$ cat src/sv/nrta_ram.sv
`timescale 1ns / 1ps

// Simple dual-port RAM: one write port, one read port, registered read data.
module nrta_ram #(
  parameter int WIDTH = 8,
  parameter int DEPTH = 16,
  localparam int AW = (DEPTH > 1) ? $clog2(DEPTH) : 1
) (
  input  logic             clk,
  input  logic             we,
  input  logic [AW-1:0]    waddr,
  input  logic [WIDTH-1:0] wdata,
  input  logic             re,
  input  logic [AW-1:0]    raddr,
  output logic [WIDTH-1:0] rdata
);

  logic [WIDTH-1:0] mem [DEPTH];
  logic [WIDTH-1:0] rdata_r;

  always_ff @(posedge clk) begin
    if (we) begin
      mem[waddr] <= wdata;
    end
    if (re) begin
      rdata_r <= mem[raddr];
    end
  end

  assign rdata = rdata_r;

endmodule

$ cat config.mk
export PLATFORM = sky130hd
export DESIGN_NAME = nrta_ram
export DESIGN_NICKNAME = d
export VERILOG_FILES = /design/src/sv/nrta_ram.sv
export SDC_FILE = /design/constraint.sdc
export NUM_CORES = 1
export LEC_CHECK = 0
export ABC_AREA = 1
export BUFFER_PORTS_ARGS = -buffer_cell sky130_fd_sc_hd__clkbuf_2
export CAP_MARGIN = 20
export CORE_MARGIN = 10
export CORE_UTILIZATION = 59
export CTS_CLUSTER_SIZE = 25
export DETAILED_ROUTE_END_ITERATION = 10
export PLACE_DENSITY = 0.79
export SLEW_MARGIN = 20
export SYNTH_ARGS = -nofsm -noshare
export SYNTH_HDL_FRONTEND = slang
export SYNTH_SLANG_ARGS = --single-unit
$ cat constraint.sdc
create_clock -name clk -period 2.7 [get_ports clk]
set_input_delay 0.135 -clock clk [delete_from_list [all_inputs] [get_ports clk]]
set_output_delay 0.135 -clock clk [all_outputs]
set_load 0.01 [all_outputs]
**Word-level counts from Yosys, hierarchy flattened**

Memories as Yosys holds them, arrays and structs flattened. A register that Yosys moved wholly into a read port is not among the register bits.
Cells that the tools add are included.

- Register bits: 0
- Bits in latches: 0
- RAM bits: 128
- Bits in read-only memories: 0
- Input bits: 19
- Output and inout bits: 8
- Logic and storage cells: 3
- Memories kept: 1

- Add/sub/neg operators: 0
- $mul: 0
- Divide/modulo/power cells: 0
- Magnitude comparators: 0
- Equal/unequal tests: 0
- Shift operators: 0
- Mux-type cells: 2
- Bitwise logic cells: 0
- Reduce and logical (&&, ||, !) cells: 0

Memory list:

| memory | depth | width | rd ports | clocked after Yosys merged registers in | write ports | line | RTL |
|---|---|---|---|---|---|---|---|
| mem | 16 | 8 | 1 | 1 | 1 | 18 | `logic [WIDTH-1:0] mem [DEPTH];` |

Operator list:

| cell | number |
|---|---|
| 1-bit 2-to-1 mux | 2 |

**Depth between registers and ports, before layout**

Gate-level depths: netlist of the first run.

- Depth in word-level cells: 2
- Gate-level depth with buffers: 8
- Gate-level depth less buffers: 7

**Least setup slack after synthesis of the first run**

OpenSTA, ideal clock, no wires.

- Kind: input to register
- Start: input port waddr[2]
- End: memory mem[10][0], enable pin
- Library setup time: 370 ps
- Data arrival time: 716 ps
- Required time: 2330 ps
- Setup slack: 1614 ps
- Cell stages on the path: 2
- Path buffers: 0
- Cell sequence: nand3b_1 nor2_1

RTL lines:

| what | line | RTL |
|---|---|---|
| start, declared | 11 | `input logic [AW-1:0] waddr,` |
| end, declared | 18 |  |

Straight into the memory's write port.

**Worst setup path in the final report of the first run**

- Start: register rdata_r[0] (netlist: rdata[0]) (read register of mem)
- End: output port rdata[0]

RTL lines:

| what | line | RTL |
|---|---|---|
| start, declared | 19 | `logic [WIDTH-1:0] rdata_r;` |
| end, declared | 15 | `output logic [WIDTH-1:0] rdata` |

No word-level cell between the ends.

==> flow_metrics.env, run 1 <==
export IMPL_cp_top_family="flip-flops"
export IMPL_cts_tree="done"
export IMPL_cp_start_kind="register"
export IMPL_die_h_um=120
export IMPL_clockPowerShare_pct=46.5
export IMPL_worst_path_buf_inv=1
export IMPL_grt_pass1_vias=3942
export IMPL_cts_setup_buffers=0
export IMPL_grt_total_usage_pct=18.7
export IMPL_r2r_cells=6
export IMPL_hold_viol=0
export IMPL_cellPowerDensity_nw_per_um2=756
export IMPL_grt_max_degree=65
export IMPL_coreArea_um2=9730
export IMPL_numPlacedInstances=689
export IMPL_cp_slowest_cell="edfxtp_1"
export IMPL_swShare_pct=21.2
export IMPL_holdWs_ps=41.4
export IMPL_io_buffers=26
export IMPL_dp_worst_setup_slack_ps=1030
export IMPL_path_max_fanout=1
export IMPL_hold_path_class="primary input to register"
export IMPL_worstHoldPathCells=1
export IMPL_io_pins=27
export IMPL_gp_congestion=0.905
export IMPL_die_w_um=120
export IMPL_ys_ff_latch=136
export IMPL_grt_overflow_total=0
export IMPL_cts_clk_slew_worst_paths_ps=60
export IMPL_clock_path_buffers=2
export IMPL_antenna_found_initial=0
export IMPL_final_cell_mix="173 x nand2_1, 136 x edfxtp_1, 100 x inv_1"
export IMPL_drive_gt1_share_pct=10.2
export IMPL_syn_to_final_growth_pct=13.0
export IMPL_critical_path_class="register to output pin"
export IMPL_p_comb_share_pct=5.6
export IMPL_maxSlewViolCount=0
export IMPL_htreeDepth=4
export IMPL_antenna_left=0
export IMPL_wl_mm=13.1
export IMPL_synth_top_area_share_pct=69.8
export IMPL_cts_sinks=136
export IMPL_syn_area_um2=5850
export IMPL_clock_fmax_mhz=799
export IMPL_first_pass_iters=5
export IMPL_rsz0062_at_grt="no"
export IMPL_antenna_cells=0
export IMPL_synth_area_per_cell_um2=10.6
export IMPL_cts_root_buf="clkbuf_8"
export IMPL_ys_seq_area_share_pct=69.8
export IMPL_p_leak_nw=2.84
export IMPL_power_switching_mw=1.06
export IMPL_grt_pass1_wl_mm=20.6
export IMPL_row_count=36
export IMPL_yosysWarnings=0
export IMPL_cp_data_required_time_ps=2570
export IMPL_cp_end_kind="output pin"
export IMPL_min_period_ps=1250
export IMPL_netlist_cell_type_count=11
export IMPL_max_stage_delay_ps=430
export IMPL_via_per_inst=5.48
export IMPL_fin_cells=720
export IMPL_syn_nets=570
export IMPL_synth_top_area_cell="edfxtp_1"
export IMPL_cts_resized=0
export IMPL_start_util_pct=60.1
export IMPL_slew_headroom_pct=41.0
export IMPL_cp_depth=1
export IMPL_fin_util_pct=67.9
export IMPL_tightest_slew_ps=882
export IMPL_outcome="finished, final reports clean"
export IMPL_wl_per_cell_um=18.2
export IMPL_p_int_mw=3.94
export IMPL_setup_viol=0
export IMPL_num_nets_final=594
export IMPL_drv_cap=0
export IMPL_drc=0
export IMPL_drt_iter0_drc=478
export IMPL_finClkSkew_ps=6.45
export IMPL_layout_commonest_cell="nand2_1"
export IMPL_cts_hold_buffers_added=0
export IMPL_worstSkewPairLatency_ps=530
export IMPL_vdd_drop_max_v=0.000400
export IMPL_hpwl_mm=7.86
export IMPL_arrival_ps=1120
export IMPL_numCtsBuffers=17
export IMPL_seqPwrFrac_pct=47.9
export IMPL_tns_ps=0
export IMPL_synthCells=551
export IMPL_synth_area_top_cells="edfxtp_1 70%, nand2_1 11%, nand3_1 8.3%"
export IMPL_vias=3947
export IMPL_period_share_pct=46.3
export IMPL_die_area_um2=14300
export IMPL_fin_ws_ps=1450
export IMPL_crit_chain="clkbuf_2"
area by class of cell:
| type | count | area [um2] |
|---|---|---|
| inverters | 102 | 383 |
| multi-input cells | 289 | 1210 |
| fillers | 711 | 3120 |
| flip-flops and latches | 136 | 4080 |
| clock buffers | 17 | 414 |
| clock inverters | 14 | 183 |
| well taps | 133 | 166 |
| repair buffers | 29 | 165 |
synth_stat cells:
master and number:
inv_1 100, edfxtp_1 136, nand2_1 173, buf_4 4
buf_6 6, nand3b_1 2, buf_2 13, nand3_1 97
buf_1 1, nor2_1 17, inv_2 2
path summary, 6_finish.rpt:
kind,from,slack (ps),to
max reg2reg,mem[3][2],1450,rdata[2]
min reg2reg,mem[12][2],760,rdata[2]
min,re,40,rdata[2]
max,rdata[0],1450,rdata[0]
kinds of logic after synthesis:
family                 count (synthesis)  synth area share, %
AND/OR/NAND/NOR                      289                 20.8
flip-flops                           136                 69.8
buffers and inverters                126                 9.39
layer usage:
metal	GRT usage [%]	up-vias	part of all wire (%)
met4	9.13	0	2.5
met1	23.1	1854	39
met2	29.8	236	49
met3	5.25	32	9.6
met5	0	-	0
li1	-	1825	-
worst register-to-register path, delay by kind of cell (launching register included):
kind	cells	cell delay [ps]
DFF	1	380
and+or+nand+nor	5	560
buffers and inverters	1	70
state kept, by name, indices dropped and copies added, names as in the netlist:
name and flops:
mem 128, rdata 8
power groups by stage:
stage | registers, mW | logic [mW] | clock network (mW)
6_report | 2.39 | 0.281 | 2.32
4_1_cts | 2.39 | 0.280 | 2.33
2_1_floorplan | 2.44 | 0.167 | 0
5_1_grt | 2.40 | 0.309 | 2.43
3_5_place_dp | 2.44 | 0.275 | 0
3_3_place_gp | 2.44 | 0.269 | 0
metrics by stage:
stage	area, um2	total power, mW
after CTS	6610	5.00
after global placement	6010	2.71
final	6610	5.00
after detailed placement	6010	2.71
after floorplan	5850	2.61
after global routing	6610	5.13
Note: power is estimated with default switching activity, not from simulation.
==> inputs of run 2 (changes only) <==
- clock period: 2.7 -> 1.3 ns (I/O delays scaled with it)
==> run 2 against run 1 <==
Register-to-register slack worse by 1400 ps; sequential share of layout area fell by 2.5 points; wire length grew 9.4%; combinational power increased by 130%; clock skew shrank 0.80 ps; total power is 120% higher; cell area is 4.2% higher; sequential power is 110% higher; clock-buffer cell count unchanged; cell count increased by 3.3%; flip-flop and latch count unchanged; setup slack worse by 1400 ps; critical endpoint is now rdata[7]; largest cell class unchanged.
==> flow_metrics.env, run 2 (synthesized netlist as in run 1, its figures left out) <==
export IMPL_cpMostUsedCell="nand3_1"
export IMPL_outcome="finished, final reports clean"
export IMPL_slew_headroom_pct=61.4
export IMPL_vdd_drop_max_v=0.00102
export IMPL_grt_overflow_total=0
export IMPL_hold_viol=0
export IMPL_tns_ps=0
export IMPL_antenna_left=0
export IMPL_rsz0062_at_grt="no"
export IMPL_row_count=36
export IMPL_cp_slowest_cell="edfxtp_1"
export IMPL_tightest_slew_ps=578
export IMPL_htreeDepth=4
export IMPL_critical_path_class="register to register"
export IMPL_cellPowerDensity_nw_per_um2=1610
export IMPL_cts_hold_buffers_added=1
export IMPL_cts_tree="done"
export IMPL_hold_path_class="primary input to register"
export IMPL_cts_root_buf="clkbuf_8"
export IMPL_io_buffers=26
export IMPL_wl_mm=14.4
export IMPL_period_share_pct=94.4
export IMPL_num_nets_final=618
export IMPL_layout_commonest_cell="nand2_1"
export IMPL_grt_total_usage_pct=20.6
export IMPL_drc=0
export IMPL_cp_end_kind="register"
export IMPL_holdWs_ps=31.7
export IMPL_numCtsBuffers=17
export IMPL_die_h_um=120
export IMPL_cts_setup_buffers=0
export IMPL_fillers=665
export IMPL_min_period_ps=1230
export IMPL_final_cell_mix="173 x nand2_1, 136 x edfxtp_1, 100 x inv_1"
export IMPL_io_pins=27
export IMPL_grt_pass1_wl_mm=22.5
export IMPL_antenna_cells=0
export IMPL_setup_viol=0
export IMPL_worstSkewPairLatency_ps=520
export IMPL_path_max_fanout=1
export IMPL_via_per_inst=5.60
export IMPL_worst_path_buf_inv=1
export IMPL_drt_iter0_drc=549
export IMPL_grt_max_degree=55
export IMPL_grt_pass1_vias=4172
export IMPL_clock_path_buffers=2
export IMPL_cp_top_family="simple AND/OR/NAND/NOR gates"
export IMPL_finClkSkew_ps=5.65
export IMPL_die_w_um=120
export IMPL_cts_sinks=136
export IMPL_largest_reg_flops=128
export IMPL_coreArea_um2=9730
export IMPL_antenna_found_initial=0
export IMPL_clock_fmax_mhz=815
export IMPL_syn_to_final_growth_pct=17.8
export IMPL_maxSlewViolCount=0
export IMPL_cp_start_kind="register"
export IMPL_wl_per_cell_um=19.3
export IMPL_ff_latch_area_um2=4080
export IMPL_r2r_setup_slack_ps=70
export IMPL_multi_input_area_um2=1210
export IMPL_hpwl_mm=8.38
export IMPL_top_register="mem"
export IMPL_arrival_ps=1500
export IMPL_crit_chain="inv_1 > nand2_1 > nand3_1 > nand3_1 > nand3_1 > nand2_1"
export IMPL_start_util_pct=60.1
export IMPL_cp_data_required_time_ps=1570
export IMPL_drv_cap=0
export IMPL_cts_clk_slew_worst_paths_ps=60
export IMPL_drive_gt1_share_pct=13.7
export IMPL_cts_resized=0
export IMPL_gp_congestion=1.00
export IMPL_die_area_um2=14300
export IMPL_first_pass_iters=5
export IMPL_vias=4163
export IMPL_p_leak_nw=3.01
export IMPL_max_stage_delay_ps=350
## run 2: cell count changes in the layout (fill, tap and decap cells not counted)
cell / before / now
buf_12: 1 / 3
dlygate4sd3_1: 0 / 1
clkinv_1: 2 / 1
bufinv_16: 4 / 7
buf_4: 2 / 23
clkinvlp_4: 3 / 1
## run 2: worst register-to-register path: cells and delay by family, from the launching register on
family / cells / cell delay, ps
simple gates: 5 / 560
buf+inv: 1 / 60
flops: 1 / 350
## run 2: routing by layer
metal	global-route usage, %	up-vias	routed length (um)
li1	-	1883	-
met1	24.7	1940	5180
met2	33.3	284	7090
met3	6.09	56	1460
met4	10.4	0	631
met5	0	-	0
## run 2: per-stage QoR
step | power, mW | worst slack, ps | instance area, um2 | cells | util (%)
after global routing | 11.4 | 18.3 | 6890 | 744 | 70.8
after detailed placement | 5.68 | 36.9 | 6210 | 712 | 63.8
after CTS | 11.1 | 120 | 6890 | 744 | 70.8
after floorplan | 5.41 | 284 | 5850 | 551 | -
after global placement | 5.65 | 69.8 | 6210 | 712 | 63.8
final | 11.1 | 73.4 | 6890 | 744 | 70.8
## run 2: path summary, 6_finish.rpt
path | startpoint | depth (start not counted) | endpoint
setup / recovery | mem[1][7] | 6 | rdata[7]
setup reg to reg | mem[1][7] | 6 | rdata[7]
hold / removal | wdata[3] | 1 | mem[2][3]
hold reg to reg | mem[11][0] | 6 | rdata[0]
## run 2: layout make-up
type / count / area share, %
inverter: 102 / 5.56
clock inverter: 14 / 3.69
multi-input combinational: 289 / 17.6
sequential: 136 / 59.3
timing repair buffer: 53 / 5.41
clock buffer: 17 / 6.01
tap: 133 / 2.42
## run 2: power by group
group	internal (mW)	switching, mW
Combinational	0.190	0.453
Clock	3.67	1.77
Sequential	4.94	0.0346
